<file path="src/design/mlps_pkg.sv">
// ----------------------------------------------------------------------------
// mlps_pkg
// Shared types and constants of the multi-lane LED pulse serializer.
// ----------------------------------------------------------------------------
package mlps_pkg;

  localparam int LANES_DEF      = 6;
  localparam int PHASE_BITS_DEF = 10;
  localparam int IN_LANES       = 6;   // lanes carried on the input ports
  localparam int BYTE_W         = 8;
  localparam int BIT_SEL_W      = 3;
  localparam int CFG_W          = 10;
  localparam int CFG_IDX_W      = 2;

  // configuration register indexes
  localparam logic [CFG_IDX_W-1:0] CFG_ZERO_HIGH  = 2'd0;
  localparam logic [CFG_IDX_W-1:0] CFG_ONE_HIGH   = 2'd1;
  localparam logic [CFG_IDX_W-1:0] CFG_BIT_PERIOD = 2'd2;

  localparam logic [CFG_W-1:0] ZERO_HIGH_RST  = 10'd63;
  localparam logic [CFG_W-1:0] ONE_HIGH_RST   = 10'd105;
  localparam logic [CFG_W-1:0] BIT_PERIOD_RST = 10'd210;

  // item actions
  localparam logic ACT_LOAD = 1'b0;
  localparam logic ACT_TICK = 1'b1;

  // broadcast from the bit timer to every lane
  typedef struct packed {
    logic                 take_shift;  // load input byte into shift register
    logic                 take_wait;   // load input byte into waiting slot
    logic                 transfer;    // move waiting slot into shift register
    logic [BIT_SEL_W-1:0] bit_sel;     // 0 selects the msb
    logic                 lane_on;     // a group is on the lines
    logic                 below_zero;  // phase below the zero-high time
    logic                 below_one;   // phase below the one-high time
  } ctrl_t;

  // status of one item, after the item
  typedef struct packed {
    logic sending;
    logic slot_full;
    logic rejected;
    logic done;
  } stat_t;

endpackage

</file>
<file path="src/design/mlps_lane.sv">
// ----------------------------------------------------------------------------
// mlps_lane
// One lane: shift byte, waiting byte and the line level of the current bit.
// ----------------------------------------------------------------------------
module mlps_lane (
  input  logic                          clk,
  input  logic [mlps_pkg::BYTE_W-1:0]   in_byte,
  input  mlps_pkg::ctrl_t               ctrl,
  output logic                          level
);
  import mlps_pkg::*;

  logic [BYTE_W-1:0] shift_byte;
  logic [BYTE_W-1:0] wait_byte;
  logic [BYTE_W-1:0] byte_now;

  always_ff @(posedge clk) begin
    if (ctrl.take_shift) begin
      shift_byte <= in_byte;
    end else if (ctrl.transfer) begin
      shift_byte <= wait_byte;
    end
    if (ctrl.take_wait) begin
      wait_byte <= in_byte;
    end
  end

  // a load into an idle block shows the new byte at once
  assign byte_now = ctrl.take_shift ? in_byte : shift_byte;

  // msb first: bit_sel 0 picks bit 7
  assign level = ctrl.lane_on &&
                 (ctrl.below_zero || (byte_now[~ctrl.bit_sel] && ctrl.below_one));

endmodule

</file>
<file path="src/design/mlps_timer.sv">
// ----------------------------------------------------------------------------
// mlps_timer
// Bit timing and group sequencing shared by all lanes, plus the config regs.
// ----------------------------------------------------------------------------
module mlps_timer #(
  parameter int PHASE_BITS = mlps_pkg::PHASE_BITS_DEF
) (
  input  logic                           clk,
  input  logic                           rst,
  input  logic                           step,
  input  logic                           action,
  input  logic                           last_group,
  input  logic                           cfg_write,
  input  logic [mlps_pkg::CFG_IDX_W-1:0] cfg_index,
  input  logic [mlps_pkg::CFG_W-1:0]     cfg_data,
  output mlps_pkg::ctrl_t                ctrl,
  output mlps_pkg::stat_t                stat
);
  import mlps_pkg::*;

  localparam int CMP_W = (PHASE_BITS > CFG_W) ? PHASE_BITS : CFG_W;

  logic [CFG_W-1:0] zero_high;
  logic [CFG_W-1:0] one_high;
  logic [CFG_W-1:0] bit_period;

  logic                  active, active_next;
  logic                  wait_valid, wait_valid_next;
  logic                  wait_last, wait_last_next;
  logic                  cur_last, cur_last_next;
  logic [BIT_SEL_W-1:0]  bit_cnt, bit_cnt_next;
  logic [PHASE_BITS-1:0] phase, phase_next;

  logic                  load, tick, fresh, wrap;
  logic [PHASE_BITS-1:0] phase_eff;
  logic [CMP_W:0]        phase_inc;

  always_ff @(posedge clk) begin
    if (rst) begin
      zero_high  <= ZERO_HIGH_RST;
      one_high   <= ONE_HIGH_RST;
      bit_period <= BIT_PERIOD_RST;
    end else if (cfg_write) begin
      case (cfg_index)
        CFG_ZERO_HIGH:  zero_high  <= cfg_data;
        CFG_ONE_HIGH:   one_high   <= cfg_data;
        CFG_BIT_PERIOD: bit_period <= cfg_data;
        default: ;
      endcase
    end
  end

  always_ff @(posedge clk) begin
    if (rst) begin
      active     <= 1'b0;
      wait_valid <= 1'b0;
      wait_last  <= 1'b0;
      cur_last   <= 1'b0;
      bit_cnt    <= '0;
      phase      <= '0;
    end else begin
      active     <= active_next;
      wait_valid <= wait_valid_next;
      wait_last  <= wait_last_next;
      cur_last   <= cur_last_next;
      bit_cnt    <= bit_cnt_next;
      phase      <= phase_next;
    end
  end

  assign load  = step && (action == ACT_LOAD);
  assign tick  = step && (action == ACT_TICK);
  assign fresh = load && !active;

  // bit ends when the period is reached or the phase counter is saturated
  assign phase_inc = (CMP_W+1)'(phase) + (CMP_W+1)'(1);
  assign wrap      = (phase_inc >= (CMP_W+1)'(bit_period)) || (&phase);
  assign phase_eff = fresh ? '0 : phase;

  always_comb begin
    active_next     = active;
    wait_valid_next = wait_valid;
    wait_last_next  = wait_last;
    cur_last_next   = cur_last;
    bit_cnt_next    = bit_cnt;
    phase_next      = phase;

    ctrl.take_shift = 1'b0;
    ctrl.take_wait  = 1'b0;
    ctrl.transfer   = 1'b0;
    ctrl.bit_sel    = fresh ? '0 : bit_cnt;
    ctrl.lane_on    = active || load;
    ctrl.below_zero = CMP_W'(phase_eff) < CMP_W'(zero_high);
    ctrl.below_one  = CMP_W'(phase_eff) < CMP_W'(one_high);

    stat.rejected = 1'b0;
    stat.done     = 1'b0;

    if (load) begin
      if (!active) begin
        ctrl.take_shift = 1'b1;
        cur_last_next   = last_group;
        active_next     = 1'b1;
        bit_cnt_next    = '0;
        phase_next      = '0;
      end else if (!wait_valid) begin
        ctrl.take_wait  = 1'b1;
        wait_last_next  = last_group;
        wait_valid_next = 1'b1;
      end else begin
        stat.rejected = 1'b1;
      end
    end

    if (tick && active) begin
      if (wrap) begin
        phase_next = '0;
        if (&bit_cnt) begin
          bit_cnt_next = '0;
          stat.done    = cur_last;
          if (wait_valid) begin
            ctrl.transfer   = 1'b1;
            cur_last_next   = wait_last;
            wait_valid_next = 1'b0;
          end else begin
            active_next   = 1'b0;
            cur_last_next = 1'b0;
          end
        end else begin
          bit_cnt_next = bit_cnt + BIT_SEL_W'(1);
        end
      end else begin
        phase_next = phase + PHASE_BITS'(1);
      end
    end

    stat.sending   = active_next;
    stat.slot_full = wait_valid_next;
  end

  a_wait_needs_active: assert property (@(posedge clk) disable iff (rst)
    wait_valid |-> active)
    else $error("waiting group held while idle");

  a_idle_counters_clear: assert property (@(posedge clk) disable iff (rst)
    !active |-> (phase == '0) && (bit_cnt == '0))
    else $error("counters not cleared while idle");

  a_reject_keeps_slot: assert property (@(posedge clk) disable iff (rst)
    load && active && wait_valid |=> wait_valid)
    else $error("rejected load disturbed the waiting slot");

endmodule

</file>
<file path="src/design/multi_lane_led_pulse_serializer_unit.sv">
// ----------------------------------------------------------------------------
// multi_lane_led_pulse_serializer_unit
// Six one-wire LED data lines driven in lockstep from byte groups.
// ----------------------------------------------------------------------------
//   channel | signals                              | direction
//   --------+--------------------------------------+----------
//   in      | in_valid, in_stall, action, byte_lane0..5, last_group | in
//   out     | out_valid, out_stall, line_levels, sending, slot_full,
//           | load_rejected, frame_done            | out
//   cfg     | cfg_write, cfg_index, cfg_data       | in
//
// One item per cycle unless stalled: every accepted item gives one result
// in the next cycle, held in the output register. Lane array and shared
// bit timer settle in the accepting cycle; unstalled, one item a clock.
// in_stall rises only while the output register holds an untaken result
// and out_stall is high. Synchronous reset clears control state and loads
// the config registers with their defaults; no clearing pass is needed.
// ----------------------------------------------------------------------------
module multi_lane_led_pulse_serializer_unit #(
  parameter int LANES      = mlps_pkg::LANES_DEF,
  parameter int PHASE_BITS = mlps_pkg::PHASE_BITS_DEF
) (
  input  logic                           clk,
  input  logic                           rst,
  input  logic                           in_valid,
  output logic                           in_stall,
  input  logic                           action,
  input  logic [mlps_pkg::BYTE_W-1:0]    byte_lane0,
  input  logic [mlps_pkg::BYTE_W-1:0]    byte_lane1,
  input  logic [mlps_pkg::BYTE_W-1:0]    byte_lane2,
  input  logic [mlps_pkg::BYTE_W-1:0]    byte_lane3,
  input  logic [mlps_pkg::BYTE_W-1:0]    byte_lane4,
  input  logic [mlps_pkg::BYTE_W-1:0]    byte_lane5,
  input  logic                           last_group,
  output logic                           out_valid,
  input  logic                           out_stall,
  output logic [mlps_pkg::IN_LANES-1:0]  line_levels,
  output logic                           sending,
  output logic                           slot_full,
  output logic                           load_rejected,
  output logic                           frame_done,
  input  logic                           cfg_write,
  input  logic [mlps_pkg::CFG_IDX_W-1:0] cfg_index,
  input  logic [mlps_pkg::CFG_W-1:0]     cfg_data
);
  import mlps_pkg::*;

  logic                step;
  ctrl_t               ctrl;
  stat_t               stat;
  logic [BYTE_W-1:0]   port_bytes [IN_LANES];
  logic [BYTE_W-1:0]   lane_bytes [LANES];
  logic [LANES-1:0]    lane_level;
  logic [IN_LANES-1:0] levels_merged;

  // Hold the input while a finished result waits downstream.
  assign in_stall = out_valid && out_stall;
  assign step     = in_valid && !in_stall;

  assign port_bytes[0] = byte_lane0;
  assign port_bytes[1] = byte_lane1;
  assign port_bytes[2] = byte_lane2;
  assign port_bytes[3] = byte_lane3;
  assign port_bytes[4] = byte_lane4;
  assign port_bytes[5] = byte_lane5;

  // Shared timing and group sequencing.
  mlps_timer #(
    .PHASE_BITS (PHASE_BITS)
  ) u_timer (
    .clk        (clk),
    .rst        (rst),
    .step       (step),
    .action     (action),
    .last_group (last_group),
    .cfg_write  (cfg_write),
    .cfg_index  (cfg_index),
    .cfg_data   (cfg_data),
    .ctrl       (ctrl),
    .stat       (stat)
  );

  // Lane array: lanes past the input ports are fed a zero byte.
  for (genvar k = 0; k < LANES; k++) begin : g_lane
    if (k < IN_LANES) begin : g_fed
      assign lane_bytes[k] = port_bytes[k];
    end else begin : g_zero
      assign lane_bytes[k] = '0;
    end

    mlps_lane u_lane (
      .clk     (clk),
      .in_byte (lane_bytes[k]),
      .ctrl    (ctrl),
      .level   (lane_level[k])
    );
  end

  // Merge: only the first lanes reach the line outputs; absent lanes read low.
  for (genvar k = 0; k < IN_LANES; k++) begin : g_merge
    if (k < LANES) begin : g_has
      assign levels_merged[k] = lane_level[k];
    end else begin : g_none
      assign levels_merged[k] = 1'b0;
    end
  end

  // Output register: load on every accepted item, drop valid once taken.
  always_ff @(posedge clk) begin
    if (rst) begin
      out_valid <= 1'b0;
    end else if (step) begin
      out_valid <= 1'b1;
    end else if (!out_stall) begin
      out_valid <= 1'b0;
    end
  end

  always_ff @(posedge clk) begin
    if (step) begin
      line_levels   <= levels_merged;
      sending       <= stat.sending;
      slot_full     <= stat.slot_full;
      load_rejected <= stat.rejected;
      frame_done    <= stat.done;
    end
  end

  a_item_gives_result: assert property (@(posedge clk) disable iff (rst)
    step |=> out_valid)
    else $error("accepted item produced no result");

  a_done_not_on_load: assert property (@(posedge clk) disable iff (rst)
    step && (action == ACT_LOAD) |=> !frame_done)
    else $error("frame_done raised by a load item");

  a_reject_only_on_load: assert property (@(posedge clk) disable iff (rst)
    step && (action == ACT_TICK) |=> !load_rejected)
    else $error("load_rejected raised by a tick item");

endmodule

</file>
<file path="config.mk">
export PLATFORM = sky130hd
export DESIGN_NAME = multi_lane_led_pulse_serializer_unit
export DESIGN_NICKNAME = d
export VERILOG_FILES = /design/src/design/mlps_pkg.sv /design/src/design/mlps_lane.sv /design/src/design/mlps_timer.sv /design/src/design/multi_lane_led_pulse_serializer_unit.sv
export SDC_FILE = /design/constraint.sdc
export NUM_CORES = 1
export LEC_CHECK = 0
export BUFFER_PORTS_ARGS = -buffer_cell sky130_fd_sc_hd__buf_2
export CORE_ASPECT_RATIO = 0.7
export CORE_MARGIN = 2
export CORE_UTILIZATION = 35
export CTS_BUF_LIST = sky130_fd_sc_hd__clkbuf_4 sky130_fd_sc_hd__clkbuf_8 sky130_fd_sc_hd__clkbuf_16
export DETAILED_ROUTE_END_ITERATION = 10
export PLACE_DENSITY = 0.55
export SYNTH_ARGS = -nofsm -noshare
export SYNTH_HDL_FRONTEND = slang
export SYNTH_SLANG_ARGS = --single-unit
</file>
<file path="constraint.sdc">
create_clock -name clk -period 7 [get_ports clk]
set_input_delay 1.4 -clock clk [delete_from_list [all_inputs] [get_ports clk]]
set_output_delay 1.4 -clock clk [all_outputs]
set_load 0.1 [all_outputs]
</file>
==> results.cfg <==
[status]
status = completed

[cts]
cts_resized = 0
cts-root-buf = clkbuf_16
path_clk_slew_ns = 0.06
hold_buffers = 0
h-tree-depth = 4
numCtsBuffers = 17
tritoncts = done
clk_latency_ns = 0.43
clock-sinks = 154
clock_path_buffers = 2
cts_setup_buffers = 0

[worst_setup_path]
crit_type = input port to flop
r2r_cells = 8
arrival_ns = 4.38
startpoint = out_stall
cp.required_ns = 7.13
endpoint_kind = flop
rrSetupSlack_ns = 3.52
cp-start-kind = input port
worstReg2RegStart = out_valid$_SDFFE_PP0P_
rr_endpoint = line_levels[3]$_DFFE_PN_
cp_max_fo = 33
crit_end = line_levels[3]$_DFFE_PN_

[die]
die_y_microns = 123
ioPinCount = 79
die_w_microns = 173
rows = 43
initial_core_util = 0.356
dieArea_sq_um = 21200
floorplan.core_area_sq_um = 19700

[timing]
fmax_mhz = 235
tightest_slew_ns = 1.26
hold_violations = 0
slew_viol_final = 0
fin_ws_ns = 2.75
slew_headroom = 0.158
fin_crit_ns = 4.25
rsz0062_at_grt = no
setup_viol = 0
final.setup.tns_ns = 0
clock_skew_ns = 0.00912
finalCritPeriodShare = 0.607

[finish]
fill_cells = 1904
final_nets = 809
areaGrowthSynthToFinish_pct = 16.9
n_antenna_cell = 0
drive_gt1_frac = 0.194

[logic_synthesis]
synth_ff_type = edfxtp_1
synth_area_sq_um = 7020
synth_edf_count = 106
synthArstFlopShare = 0
synthCells = 647
synth_seq_cells = 154
syn_area_per_cell_sq_um = 10.9
synth_top_area_share = 0.453
seq_area_frac_synth = 0.590
synth_fp_nets = 741
synth_most_common_cell = nand2_1
ys_top_cells_by_count = nand2_1, edfxtp_1, dfxtp_1
synth_area_leader_cell = edfxtp_1
synth_cell_types = 52
synthTopCellsByArea = edfxtp_1, dfxtp_1, nand2_1
ys_warn_count = 0

[global_route]
grt_pass1_wl_microns = 26200
gr-total-overflow = 0
grt_pass1_vias = 4902
antenna_found_initial = 0
grt_use_total = 0.161
grt_max_degree = 59

[routing]
drc = 0
drt_wl_total_microns = 16100
drt-wirelength-per-cell_microns = 16.1
firstDrtPassIters = 4
vias_per_cell = 4.91
drtAntennaViolNets = 0
drt_iter0_drc = 324
vias = 4905

[place]
post-dp-hpwl_microns = 11400
post-place-ws_ns = 2.36
place_congestion = 0.880
numPortBuffers = 78

[pwr]
leakagePower_nw = 3.31
irDropWorstVdd_v = 0.000147
pwr_density_cell_nw_per_um2 = 251

[min_path]
hold_class = flop to flop

[flow_run]
drv_cap = 0
==> how the worst min path moves through the flow <==
stage                                       startpoint                                  to  slack [ns]  cells past startpoint
finish              u_timer.bit_period[9]$_SDFFE_PP0P_  u_timer.bit_period[9]$_SDFFE_PP0P_        0.46                      2
global route        u_timer.bit_period[2]$_SDFFE_PP0P_  u_timer.bit_period[2]$_SDFFE_PP0P_        0.48                      2
CTS                 u_timer.bit_period[2]$_SDFFE_PP0P_  u_timer.bit_period[2]$_SDFFE_PP0P_        0.47                      2
detailed placement  u_timer.bit_period[2]$_SDFFE_PP0P_  u_timer.bit_period[2]$_SDFFE_PP0P_        0.46                      2
global placement    u_timer.bit_period[3]$_SDFFE_PP0P_  u_timer.bit_period[3]$_SDFFE_PP0P_        0.45                      2
floorplan            u_timer.zero_high[0]$_SDFFE_PP1P_   u_timer.zero_high[0]$_SDFFE_PP1P_        0.43                      2
==> metrics by stage <==
step	hold WS [ns]	cells	area, sq um	total power (W)	utilization
6_report	0.462	998	8210	0.00206	0.416
5_1_grt	0.481	998	8210	0.00214	0.416
4_1_cts	0.468	998	8210	0.00209	0.416
3_5_place_dp	0.459	966	7650	0.00121	0.388
3_3_place_gp	0.450	966	7650	0.00121	0.388
2_1_floorplan	0.433	647	7020	0.00115	-
==> flip-flops by register name (all words and copies together), names as in the netlist <==
signal,cells
line_levels,6
g_lane.u_lane.shift_byte,48
u_timer.bit_period,10
g_lane.u_lane.wait_byte,48
u_timer.phase,10
u_timer.bit_cnt,3
sending,1
out_valid,1
u_timer.active,1
load_rejected,1
u_timer.wait_last,1
u_timer.wait_valid,1
u_timer.one_high,10
u_timer.zero_high,10
u_timer.cur_last,1
frame_done,1
slot_full,1
==> cell families (layout without fill, tap and decap cells) <==
group / after synthesis / after routing / synth area share
and+or+nand+nor: 282 / 282 / 0.174
DFF: 154 / 154 / 0.590
AOI/OAI and AO/OA: 88 / 88 / 0.0848
buffers and inverters: 64 / 145 / 0.0374
adders and majority gates: 27 / 27 / 0.0481
muxes: 21 / 21 / 0.0515
xor gates and xnor gates: 11 / 11 / 0.0137
==> power by group <==
| part | total [W] | internal (W) | leakage (nW) | switching [W] |
|---|---|---|---|---|
| logic | 0.000173 | 0.0000492 | 1.69 | 0.000124 |
| clock network | 0.000871 | 0.000492 | 0.258 | 0.000379 |
| registers | 0.00102 | 0.00101 | 1.37 | 0.0000111 |
| total | 0.00206 | 0.00155 | 3.31 | 0.000514 |
==> routing by layer <==
metal | share of wire | track usage | vias up
met1 | 0.51 | 0.227 | 2384
met3 | 0.039 | 0.0375 | 12
li1 | - | - | 2406
met4 | 0.012 | 0.0546 | 0
met2 | 0.44 | 0.245 | 103
met5 | 0 | 0 | -
==> layout make-up <==
| cell class | instances | area, sq um | area share |
|---|---|---|---|
| clock buffers | 18 | 433 | 0.0527 |
| flip-flops and latches | 154 | 4140 | 0.505 |
| repair buffers | 82 | 420 | 0.0512 |
| multi-input cells | 429 | 2640 | 0.321 |
| well taps | 270 | 338 | 0.0412 |
| inverters | 31 | 116 | 0.0142 |
| clock inverters | 14 | 121 | 0.0148 |
==> placed cells by master (no fill, tap or decap), types with 15 or more instances in the layout <==
master     instances
inv_1             31
a21oi_1           33
dfxtp_1           48
nor2_1            15
edfxtp_1         106
nand3_1           15
ha_1              27
nand2_1          198
clkbuf_16         17
buf_2             78
==> worst max-delay path: stages <==
cell and delay (ns):
buf_2 0.11, a21bo_4 0.25, or3_2 0.71, and2_1 0.31, ha_1 0.29, o221ai_1 0.10, o221a_2 0.31, o311ai_1 0.66
o41ai_1 0.21
(Power assumes the default switching activity.)
